===== config.mk =====
export PLATFORM = sky130hd
export DESIGN_NAME = signal_onset_detector_flat
export DESIGN_NICKNAME = d
export VERILOG_FILES = /design/src/hdl/sod_pkg.sv /design/src/hdl/sod_channels.sv /design/src/hdl/sod_cell.sv /design/src/hdl/sod_judge.sv /design/src/hdl/signal_onset_detector.sv /design/src/flat_wrapper.sv
export SDC_FILE = /design/constraint.sdc
export NUM_CORES = 2
export LEC_CHECK = 0
export ABC_AREA = 1
export BUFFER_PORTS_ARGS = -buffer_cell sky130_fd_sc_hd__buf_2
export CAP_MARGIN = 20
export CORE_ASPECT_RATIO = 1.25
export CORE_MARGIN = 3
export CORE_UTILIZATION = 35
export CTS_BUF_LIST = sky130_fd_sc_hd__clkbuf_8
export DETAILED_ROUTE_END_ITERATION = 8
export MAX_ROUTING_LAYER = met4
export SETUP_SLACK_MARGIN = 0.15
export SLEW_MARGIN = 20
export SYNTH_ARGS = -nofsm -noshare
export SYNTH_HDL_FRONTEND = slang
export SYNTH_SLANG_ARGS = --single-unit
export TNS_END_PERCENT = 50

===== constraint.sdc =====
create_clock -name clock -period 193.2 [get_ports clock]
set_clock_uncertainty 0.2 [all_clocks]
set_input_delay 57.96 -clock clock [delete_from_list [all_inputs] [get_ports clock]]
set_output_delay 57.96 -clock clock [all_outputs]
set_load 0.005 [all_outputs]

===== src/hdl/sod_pkg.sv =====
// Package for the signal onset detector: window sizes, derived widths and
// the shared sample and verdict types. Depends on nothing.
`timescale 1ns / 1ps
`default_nettype none

package sod_pkg;

   localparam int PRE_WINDOW  = 100;
   localparam int POST_WINDOW = 10;
   localparam int HIST_DEPTH  = PRE_WINDOW + POST_WINDOW + 1;

   localparam int SAMPLE_W = 16;
   localparam int IDX_W    = 20;
   localparam int STEP_W   = $clog2(HIST_DEPTH);
   // Holds the sum of the post-window and POST_WINDOW times any sample.
   localparam int SUM_W    = SAMPLE_W + $clog2(POST_WINDOW);

   localparam logic [IDX_W-1:0]  IDX_MAX   = '1;
   localparam logic [STEP_W-1:0] LAST_STEP = STEP_W'(HIST_DEPTH - 1);

   typedef struct packed {
      logic signed [SAMPLE_W-1:0] drag;
      logic signed [SAMPLE_W-1:0] lift;
   } sample_pair_type;

   typedef struct packed {
      logic                       drag_hit;
      logic                       lift_hit;
      logic signed [SAMPLE_W-1:0] drag_value;
      logic signed [SAMPLE_W-1:0] lift_value;
   } verdict_type;

endpackage

`default_nettype wire


===== src/hdl/sod_channels.sv =====
// Valid/ready channel interfaces for the sample requests and the onset
// responses. Depends on sod_pkg.
`timescale 1ns / 1ps
`default_nettype none

interface sod_req_if;
   import sod_pkg::*;

   logic                       valid;
   logic                       ready;
   logic                       restart;
   logic signed [SAMPLE_W-1:0] drag_sample;
   logic signed [SAMPLE_W-1:0] lift_sample;

   modport source (output valid, output restart, output drag_sample,
                   output lift_sample, input ready);
   modport sink   (input valid, input restart, input drag_sample,
                   input lift_sample, output ready);
endinterface

interface sod_rsp_if;
   import sod_pkg::*;

   logic                       valid;
   logic                       ready;
   logic                       drag_found;
   logic [IDX_W-1:0]           drag_start_index;
   logic signed [SAMPLE_W-1:0] drag_start_value;
   logic                       lift_found;
   logic [IDX_W-1:0]           lift_start_index;
   logic signed [SAMPLE_W-1:0] lift_start_value;
   logic                       window_full;

   modport source (output valid, output drag_found, output drag_start_index,
                   output drag_start_value, output lift_found,
                   output lift_start_index, output lift_start_value,
                   output window_full, input ready);
   modport sink   (input valid, input drag_found, input drag_start_index,
                   input drag_start_value, input lift_found,
                   input lift_start_index, input lift_start_value,
                   input window_full, output ready);
endinterface

`default_nettype wire


===== src/hdl/sod_cell.sv =====
// One history cell: holds a drag/lift sample pair and takes its
// neighbor's pair whenever the ring shifts. Depends on sod_pkg.
`timescale 1ns / 1ps
`default_nettype none

module sod_cell (
   input  wire                       clock,
   input  wire                       shift,
   input  sod_pkg::sample_pair_type  pair_in,
   output sod_pkg::sample_pair_type  pair_out
);
   import sod_pkg::*;

   sample_pair_type pair_ff;

   always_ff @(posedge clock) begin
      if (shift) begin
         pair_ff <= pair_in;
      end
   end

   assign pair_out = pair_ff;

endmodule

`default_nettype wire


===== src/hdl/sod_judge.sv =====
// Accumulator at the tail of the cell ring: builds the pre-window extremes,
// the candidate pair and the post-window sums, and forms the onset verdict.
// Depends on sod_pkg.
`timescale 1ns / 1ps
`default_nettype none

module sod_judge (
   input  wire                       clock,
   input  wire                       step_valid,
   input  wire [sod_pkg::STEP_W-1:0] step,
   input  sod_pkg::sample_pair_type  tail,
   output sod_pkg::verdict_type      verdict
);
   import sod_pkg::*;

   localparam logic [STEP_W-1:0]      CAND_STEP = STEP_W'(PRE_WINDOW);
   localparam logic signed [SUM_W-1:0] POST_MULT = SUM_W'(POST_WINDOW);

   logic signed [SAMPLE_W-1:0] drag_max_ff;
   logic signed [SAMPLE_W-1:0] lift_min_ff;
   logic signed [SAMPLE_W-1:0] drag_cand_ff;
   logic signed [SAMPLE_W-1:0] lift_cand_ff;
   logic signed [SUM_W-1:0]    drag_sum_ff;
   logic signed [SUM_W-1:0]    lift_sum_ff;
   logic signed [SUM_W-1:0]    drag_bound;
   logic signed [SUM_W-1:0]    lift_bound;

   // The tail shows the oldest sample first: the pre-window, then the
   // candidate, then the post-window.
   always_ff @(posedge clock) begin
      if (step_valid) begin
         if (step == '0) begin
            drag_max_ff <= tail.drag;
            lift_min_ff <= tail.lift;
         end else if (step < CAND_STEP) begin
            if (tail.drag > drag_max_ff) begin
               drag_max_ff <= tail.drag;
            end
            if (tail.lift < lift_min_ff) begin
               lift_min_ff <= tail.lift;
            end
         end
         if (step == CAND_STEP) begin
            drag_cand_ff <= tail.drag;
            lift_cand_ff <= tail.lift;
            drag_sum_ff  <= '0;
            lift_sum_ff  <= '0;
         end else if (step > CAND_STEP) begin
            drag_sum_ff <= drag_sum_ff + SUM_W'(tail.drag);
            lift_sum_ff <= lift_sum_ff + SUM_W'(tail.lift);
         end
      end
   end

   assign drag_bound = SUM_W'(drag_max_ff) * POST_MULT;
   assign lift_bound = SUM_W'(lift_min_ff) * POST_MULT;

   assign verdict.drag_hit   = drag_sum_ff > drag_bound;
   assign verdict.lift_hit   = lift_sum_ff < lift_bound;
   assign verdict.drag_value = drag_cand_ff;
   assign verdict.lift_value = lift_cand_ff;

endmodule

`default_nettype wire


===== src/hdl/signal_onset_detector.sv =====
// Top level of the signal onset detector: ring of history cells, tail
// judge, control sequencer and response register.
// Depends on sod_pkg, sod_channels, sod_cell and sod_judge.
//
//   Channel   Direction   Beat contents
//   req_bus   in          restart flag, drag sample, lift sample
//   rsp_bus   out         drag/lift found, onset indices and values, window full
//
// Once the history is full an item pushes the new pair, rotates the 111-cell
// ring once past the judge at its tail, and then decides and loads the
// response. Before that it pushes the pair and then decides straight away.
// Reset clears the sequencer, the sample counter and the onset latches;
// history cells are never read before 111 samples have refilled them.
// A stalled response beat blocks only the decide cycle of the next item:
// a new request beat is taken while the previous response still waits.
`timescale 1ns / 1ps
`default_nettype none

module signal_onset_detector (
   input  wire       clock,
   input  wire       reset,
   sod_req_if.sink   req_bus,
   sod_rsp_if.source rsp_bus
);
   import sod_pkg::*;

   typedef enum logic [1:0] {
      ST_IDLE,
      ST_SCAN,
      ST_FINISH
   } state_type;

   state_type state_ff, state_in;
   logic [STEP_W-1:0]          step_ff, step_in;
   logic [IDX_W-1:0]           counter_ff, counter_in;
   logic [IDX_W-1:0]           cand_ff, cand_in;
   logic                       full_ff, full_in;
   logic                       drag_latched_ff, drag_latched_in;
   logic                       lift_latched_ff, lift_latched_in;
   logic [IDX_W-1:0]           drag_index_ff, drag_index_in;
   logic [IDX_W-1:0]           lift_index_ff, lift_index_in;
   logic signed [SAMPLE_W-1:0] drag_value_ff, drag_value_in;
   logic signed [SAMPLE_W-1:0] lift_value_ff, lift_value_in;
   logic                       rsp_valid_ff, rsp_valid_in;
   logic                       rsp_load;

   logic                       rsp_drag_found_ff;
   logic [IDX_W-1:0]           rsp_drag_index_ff;
   logic signed [SAMPLE_W-1:0] rsp_drag_value_ff;
   logic                       rsp_lift_found_ff;
   logic [IDX_W-1:0]           rsp_lift_index_ff;
   logic signed [SAMPLE_W-1:0] rsp_lift_value_ff;
   logic                       rsp_full_ff;

   logic                       req_accept;
   logic                       rsp_free;
   logic [IDX_W-1:0]           sample_num;
   logic                       shift_en;
   sample_pair_type            head_pair;
   sample_pair_type            chain [HIST_DEPTH];
   verdict_type                verdict;

   // The cells form a ring. A push feeds the new pair into cell 0 and drops
   // the oldest; a rotation step feeds the last cell back into cell 0, so a
   // full turn leaves the history where it was.
   assign req_accept = req_bus.valid && req_bus.ready;
   assign shift_en   = req_accept || (state_ff == ST_SCAN);

   always_comb begin
      if (state_ff == ST_SCAN) begin
         head_pair = chain[HIST_DEPTH-1];
      end else begin
         head_pair.drag = req_bus.drag_sample;
         head_pair.lift = req_bus.lift_sample;
      end
   end

   for (genvar k = 0; k < HIST_DEPTH; k++) begin : g_cell
      if (k == 0) begin : g_head
         sod_cell u_cell (
            .clock    (clock),
            .shift    (shift_en),
            .pair_in  (head_pair),
            .pair_out (chain[k])
         );
      end else begin : g_body
         sod_cell u_cell (
            .clock    (clock),
            .shift    (shift_en),
            .pair_in  (chain[k-1]),
            .pair_out (chain[k])
         );
      end
   end

   // The judge sees the oldest pair first, so step 0 is the far end of the
   // pre-window and the last step is the newest sample.
   sod_judge u_judge (
      .clock      (clock),
      .step_valid (state_ff == ST_SCAN),
      .step       (step_ff),
      .tail       (chain[HIST_DEPTH-1]),
      .verdict    (verdict)
   );

   // A restart beat counts as the first sample of a fresh run.
   assign sample_num = req_bus.restart ? '0 : counter_ff;
   assign rsp_free   = !rsp_valid_ff || rsp_bus.ready;
   assign rsp_load   = (state_ff == ST_FINISH) && rsp_free;

   always_comb begin
      state_in        = state_ff;
      step_in         = step_ff;
      counter_in      = counter_ff;
      cand_in         = cand_ff;
      full_in         = full_ff;
      drag_latched_in = drag_latched_ff;
      lift_latched_in = lift_latched_ff;
      drag_index_in   = drag_index_ff;
      lift_index_in   = lift_index_ff;
      drag_value_in   = drag_value_ff;
      lift_value_in   = lift_value_ff;
      rsp_valid_in    = rsp_valid_ff && !rsp_bus.ready;

      case (state_ff)
         ST_IDLE: begin
            if (req_accept) begin
               if (req_bus.restart) begin
                  drag_latched_in = 1'b0;
                  lift_latched_in = 1'b0;
                  drag_index_in   = '0;
                  lift_index_in   = '0;
                  drag_value_in   = '0;
                  lift_value_in   = '0;
               end
               // The counter saturates; a candidate taken after that
               // reports the top index.
               counter_in = (sample_num == IDX_MAX) ? sample_num : sample_num + 1'b1;
               full_in    = sample_num >= IDX_W'(PRE_WINDOW + POST_WINDOW);
               cand_in    = (sample_num == IDX_MAX) ? IDX_MAX
                                                    : sample_num - IDX_W'(POST_WINDOW);
               step_in    = '0;
               state_in   = full_in ? ST_SCAN : ST_FINISH;
            end
         end
         ST_SCAN: begin
            step_in = step_ff + 1'b1;
            if (step_ff == LAST_STEP) begin
               state_in = ST_FINISH;
            end
         end
         ST_FINISH: begin
            if (rsp_free) begin
               // Only the first hit on each channel is kept.
               if (full_ff && !drag_latched_ff && verdict.drag_hit) begin
                  drag_latched_in = 1'b1;
                  drag_index_in   = cand_ff;
                  drag_value_in   = verdict.drag_value;
               end
               if (full_ff && !lift_latched_ff && verdict.lift_hit) begin
                  lift_latched_in = 1'b1;
                  lift_index_in   = cand_ff;
                  lift_value_in   = verdict.lift_value;
               end
               rsp_valid_in = 1'b1;
               state_in     = ST_IDLE;
            end
         end
         default: begin
            state_in = ST_IDLE;
         end
      endcase
   end

   always_ff @(posedge clock) begin
      if (reset) begin
         state_ff        <= ST_IDLE;
         step_ff         <= '0;
         counter_ff      <= '0;
         cand_ff         <= '0;
         full_ff         <= 1'b0;
         drag_latched_ff <= 1'b0;
         lift_latched_ff <= 1'b0;
         drag_index_ff   <= '0;
         lift_index_ff   <= '0;
         drag_value_ff   <= '0;
         lift_value_ff   <= '0;
         rsp_valid_ff    <= 1'b0;
      end else begin
         state_ff        <= state_in;
         step_ff         <= step_in;
         counter_ff      <= counter_in;
         cand_ff         <= cand_in;
         full_ff         <= full_in;
         drag_latched_ff <= drag_latched_in;
         lift_latched_ff <= lift_latched_in;
         drag_index_ff   <= drag_index_in;
         lift_index_ff   <= lift_index_in;
         drag_value_ff   <= drag_value_in;
         lift_value_ff   <= lift_value_in;
         rsp_valid_ff    <= rsp_valid_in;
      end
      // The response payload follows the latches as they leave the
      // decide cycle.
      if (rsp_load) begin
         rsp_drag_found_ff <= drag_latched_in;
         rsp_drag_index_ff <= drag_index_in;
         rsp_drag_value_ff <= drag_value_in;
         rsp_lift_found_ff <= lift_latched_in;
         rsp_lift_index_ff <= lift_index_in;
         rsp_lift_value_ff <= lift_value_in;
         rsp_full_ff       <= full_ff;
      end
   end

   assign req_bus.ready            = (state_ff == ST_IDLE);
   assign rsp_bus.valid            = rsp_valid_ff;
   assign rsp_bus.drag_found       = rsp_drag_found_ff;
   assign rsp_bus.drag_start_index = rsp_drag_index_ff;
   assign rsp_bus.drag_start_value = rsp_drag_value_ff;
   assign rsp_bus.lift_found       = rsp_lift_found_ff;
   assign rsp_bus.lift_start_index = rsp_lift_index_ff;
   assign rsp_bus.lift_start_value = rsp_lift_value_ff;
   assign rsp_bus.window_full      = rsp_full_ff;

   // A full ring turn always ends in the decide cycle.
   a_scan_ends: assert property (@(posedge clock) disable iff (reset)
      (state_ff == ST_SCAN && step_ff == LAST_STEP) |=> (state_ff == ST_FINISH))
      else $error("ring walk did not end in the decide cycle");

   // An onset latch only drops on a restart beat.
   a_drag_kept: assert property (@(posedge clock) disable iff (reset)
      (drag_latched_ff && !(req_accept && req_bus.restart)) |=> drag_latched_ff)
      else $error("drag onset latch dropped without restart");

   a_lift_kept: assert property (@(posedge clock) disable iff (reset)
      (lift_latched_ff && !(req_accept && req_bus.restart)) |=> lift_latched_ff)
      else $error("lift onset latch dropped without restart");

   // A response is loaded only when the output slot is free.
   a_no_overwrite: assert property (@(posedge clock) disable iff (reset)
      (rsp_load && rsp_valid_ff) |-> rsp_bus.ready)
      else $error("pending response overwritten");

endmodule

`default_nettype wire


===== src/flat_wrapper.sv =====
// flat-port wrapper written by rule: the top's interface ports become plain ports
module signal_onset_detector_flat import sod_pkg::*;
  (clock, reset, req_bus_valid, req_bus_restart, req_bus_drag_sample, req_bus_lift_sample, req_bus_ready, rsp_bus_valid, rsp_bus_drag_found, rsp_bus_drag_start_index, rsp_bus_drag_start_value, rsp_bus_lift_found, rsp_bus_lift_start_index, rsp_bus_lift_start_value, rsp_bus_window_full, rsp_bus_ready);
  sod_req_if req_bus_i ();
  sod_rsp_if rsp_bus_i ();
  input  wire clock;
  input  wire reset;
  input wire logic [$bits(req_bus_i.valid)-1:0] req_bus_valid;
  input wire logic [$bits(req_bus_i.restart)-1:0] req_bus_restart;
  input wire logic [$bits(req_bus_i.drag_sample)-1:0] req_bus_drag_sample;
  input wire logic [$bits(req_bus_i.lift_sample)-1:0] req_bus_lift_sample;
  output wire logic [$bits(req_bus_i.ready)-1:0] req_bus_ready;
  output wire logic [$bits(rsp_bus_i.valid)-1:0] rsp_bus_valid;
  output wire logic [$bits(rsp_bus_i.drag_found)-1:0] rsp_bus_drag_found;
  output wire logic [$bits(rsp_bus_i.drag_start_index)-1:0] rsp_bus_drag_start_index;
  output wire logic [$bits(rsp_bus_i.drag_start_value)-1:0] rsp_bus_drag_start_value;
  output wire logic [$bits(rsp_bus_i.lift_found)-1:0] rsp_bus_lift_found;
  output wire logic [$bits(rsp_bus_i.lift_start_index)-1:0] rsp_bus_lift_start_index;
  output wire logic [$bits(rsp_bus_i.lift_start_value)-1:0] rsp_bus_lift_start_value;
  output wire logic [$bits(rsp_bus_i.window_full)-1:0] rsp_bus_window_full;
  input wire logic [$bits(rsp_bus_i.ready)-1:0] rsp_bus_ready;
  assign req_bus_i.valid = req_bus_valid;
  assign req_bus_i.restart = req_bus_restart;
  assign req_bus_i.drag_sample = req_bus_drag_sample;
  assign req_bus_i.lift_sample = req_bus_lift_sample;
  assign req_bus_ready = req_bus_i.ready;
  assign rsp_bus_valid = rsp_bus_i.valid;
  assign rsp_bus_drag_found = rsp_bus_i.drag_found;
  assign rsp_bus_drag_start_index = rsp_bus_i.drag_start_index;
  assign rsp_bus_drag_start_value = rsp_bus_i.drag_start_value;
  assign rsp_bus_lift_found = rsp_bus_i.lift_found;
  assign rsp_bus_lift_start_index = rsp_bus_i.lift_start_index;
  assign rsp_bus_lift_start_value = rsp_bus_i.lift_start_value;
  assign rsp_bus_window_full = rsp_bus_i.window_full;
  assign rsp_bus_i.ready = rsp_bus_ready;
  signal_onset_detector u_core (.clock(clock), .reset(reset), .req_bus(req_bus_i), .rsp_bus(rsp_bus_i));
endmodule

==> impl_metrics.toml <==
[synthesis]
syn_inst = 5968
synth_area_um2 = 126000
seq_area_frac_synth_pct = 91.2
synth.net_count = 6181
synth-edff-count = 3731
synth_mux_area_share_pct = 0
synth_seq_cells = 3856
yosysUniqueCellTypes = 57
synth_ff_type = "edfxtp_1"
synth_compound_area_share_pct = 1.55
synth_top_family_by_area = "simple AND/OR/NAND/NOR gates"
synth-adder-area-share_pct = 1.78
async_flop_share_pct = 0
yosys.area_share.simple_pct = 3.77
ys_warn_count = 0
syn_avg_cell_area_um2 = 21.1
yosys.area_share.xor_xnor_pct = 0.279

[global_routing]
grt_pass1_vias = 51100
grt_max_degree = 214
track_usage_pct = 10.1
grt-ovfl-total = 0
grt_antenna_before_repair = 18
grt_pass1_wl_um = 290000

[finish]
nets = 6874
final_core_util_pct = 40.1
final_common_cell = "edfxtp_1"
area_growth_syn_to_layout_pct = 13.9
layout-drive-gt1-share_pct = 13.5
layout_common_cells = "edfxtp_1, nand2_1, clkbuf_8"

[sta]
finalCriticalPeriod_ns = 64.59
relSlewSlack_pct = 26.5
post-route-period-util_pct = 33.4
finalWorstSetupSlack_ns = 128.61
finalSetupViolCount = 0
maxSlewViolCount = 0
rsz0062_at_grt = "false"
tns_ns = 0
tightest_slew_ns = 1.10
fmax_mhz = 15.5
hold_violations = 0

[die]
die_w_um = 542
die_h_um = 676
core-area_um2 = 357000
io_pins = 114
core.rowCount = 245
dieArea_um2 = 366000
start_util_pct = 35.2

[setup_path]
start_kind = "input pin"
cp.arrival_ns = 65.07
critPathKind = "in -> reg"
worstPathRequired_ns = 193.68
endpoint_kind = "register"
path_max_fanout = 173

[placed_design]
gp_congestion = 0.839
port_buffers = 113
place_ws_ns = 126.66
hpwlAfterDp_um = 96300

[clocking]
cts_root_buf = "clkbuf_8"
cts_hold_buf = 0
cts_num_sinks = 3856
cts_tree = "yes"
path_clk_slew_ns = 0.06
h-tree-depth = 6
postCtsSetupBuffers = 0
ctsResizeCount = 0
insertion_delay_ns = 1.08
cts.path.max_buffers = 4
cts_made_buffers = 594

[pwr]
p_leak_nw = 43.9
p_per_area_nw_per_um2 = 11.1
p_total_mw = 1.59
irDropWorstVdd_uv = 6.89

[routing]
drc = 0
routed_wl_um = 185000
drt-initial-drc-count = 4611
ant_nets = 0
wl_per_cell_um = 15.7
dr_total_vias = 51300
viasPerCell = 4.34
firstDrtPassIters = 6

[outcome]
status = "complete, no violations"

[run]
drv_cap = 0

[worst_hold_path]
hold_class = "reg -> reg"
metrics by stage:
| step | cells | hold WS, ns | instance area, um^2 |
|---|---|---|---|
| floorplan | 5968 | 0.200 | 126000 |
| global placement | 10800 | 0.200 | 132000 |
| detailed placement | 10800 | 0.205 | 132000 |
| CTS | 11800 | 0.151 | 143000 |
| global route | 11800 | 0.171 | 143000 |
| finish | 11800 | 0.164 | 143000 |
metal layers:
layer  vias up  routed length (um)  global-route usage [%]  share of wire, %
met5         -                   0                       -                 0
li1      24100                   -                       -                 -
met4         0                4990                    3.72               2.7
met1     25600               92000                    14.7                50
met2      1175               79200                    13.9                43
met3       417                9070                    2.19               4.9
cell families after synthesis:
group | Yosys count
DFF | 3856
and+or+nand+nor | 1083
AOI/OAI and AO/OA | 363
buffers and inverters | 450
xor gates and xnor gates | 40
adders and majority gates | 176
layout make-up:
cell class	instances	area [um^2]
Multi-Input combinational cell	1662	9310
Sequential cell	3856	115000
Tap cell	4693	5870
Clock buffer	606	8340
Inverter	375	1420
Timing Repair Buffer	172	1140
Clock inverter	443	2490
Fill cell	31400	214000
Antenna cell	6	15.0
worst paths after layout:
path / start / to / slack [ns] / cells past startpoint
setup / recovery: req_bus_valid / u_core.g_cell[15].g_body.u_cell.pair_out[1]$_DFFE_PP_ / 128.61 / 12
hold / removal: u_core.g_cell[48].g_body.u_cell.pair_out[12]$_DFFE_PP_ / u_core.g_cell[49].g_body.u_cell.pair_out[12]$_DFFE_PP_ / 0.16 / 0
hold reg to reg: u_core.g_cell[48].g_body.u_cell.pair_out[12]$_DFFE_PP_ / u_core.g_cell[49].g_body.u_cell.pair_out[12]$_DFFE_PP_ / 0.16 / 0
setup reg to reg: u_core.state_ff[0]$_SDFFE_PP0P_ / u_core.g_cell[15].g_body.u_cell.pair_out[1]$_DFFE_PP_ / 184.70 / 12
cell usage after synthesis (2+ instances only):
| library cell | number | area (um^2) |
|---|---|---|
| o211ai_1 | 4 | 30.0 |
| nor2_2 | 9 | 56.3 |
| nor3_4 | 2 | 32.5 |
| o31ai_1 | 3 | 22.5 |
| nand3b_1 | 6 | 45.0 |
| edfxtp_1 | 3731 | 112000 |
| o21bai_1 | 8 | 60.1 |
| buf_1 | 3 | 11.3 |
| buf_2 | 13 | 65.1 |
| inv_1 | 366 | 1370 |
| clkbuf_1 | 39 | 146 |
| xnor2_1 | 13 | 114 |
| a21oi_1 | 190 | 951 |
| o221ai_1 | 3 | 26.3 |
| o21ai_0 | 114 | 571 |
| nand2_2 | 13 | 81.3 |
| buf_4 | 6 | 45.0 |
| a21o_1 | 4 | 30.0 |
| nor2_4 | 8 | 90.1 |
| a31oi_1 | 5 | 31.3 |
| o21ai_1 | 13 | 65.1 |
| nand3_2 | 2 | 20.0 |
| or2_2 | 2 | 12.5 |
| xor2_1 | 27 | 236 |
| ha_1 | 172 | 2150 |
| nand2_4 | 3 | 33.8 |
| o21a_1 | 8 | 60.1 |
| inv_2 | 5 | 18.8 |
| buf_6 | 14 | 158 |
| nand3_4 | 3 | 52.6 |
| a22oi_1 | 3 | 22.5 |
| nor2_1 | 157 | 589 |
| nor4_1 | 4 | 25.0 |
| nand2_1 | 679 | 2550 |
| nand4_1 | 87 | 544 |
| nand4_2 | 2 | 25.0 |
| nand3_1 | 70 | 350 |
| nor3_1 | 27 | 135 |
| clkinv_1 | 2 | 7.51 |
| dfxtp_1 | 125 | 2500 |
| and2_1 | 4 | 25.0 |
| fa_1 | 4 | 80.1 |
worst max-delay path, stage by stage:
cell and delay [ns]:
buf_2 0.20, nand2_1 0.12, buf_4 0.28, inv_1 0.42, nor2_1 0.27, inv_8 0.61, buf_12 0.69, buf_4 0.71
buf_4 0.78, buf_4 0.93, buf_4 0.87, buf_4 0.94
state kept, by name (all words and copies together) (netlist names), 7 cells and up:
signal and flops:
u_core.g_cell.g_body.u_cell.pair_out 3520, u_core.g_cell.g_head.u_cell.pair_out 32, u_core.cand_ff 20, u_core.counter_ff 20, u_core.drag_index_ff 20, u_core.lift_index_ff 20, u_core.rsp_bus.drag_start_index 20, u_core.rsp_bus.lift_start_index 20
u_core.u_judge.drag_sum_ff 20, u_core.u_judge.lift_sum_ff 20, u_core.drag_value_ff 16, u_core.lift_value_ff 16, u_core.rsp_bus.drag_start_value 16, u_core.rsp_bus.lift_start_value 16, u_core.u_judge.drag_cand_ff 16, u_core.u_judge.drag_max_ff 16
u_core.u_judge.lift_cand_ff 16, u_core.u_judge.lift_min_ff 16, u_core.step_ff 7
power breakdown:
group          switching [mW]  total (mW)  internal [mW]
combinational          0.0225      0.0252        0.00267
sequential            0.00656       0.952          0.946
clock                   0.304       0.617          0.312
total                   0.333        1.59           1.26
(Power assumes the default switching activity.)
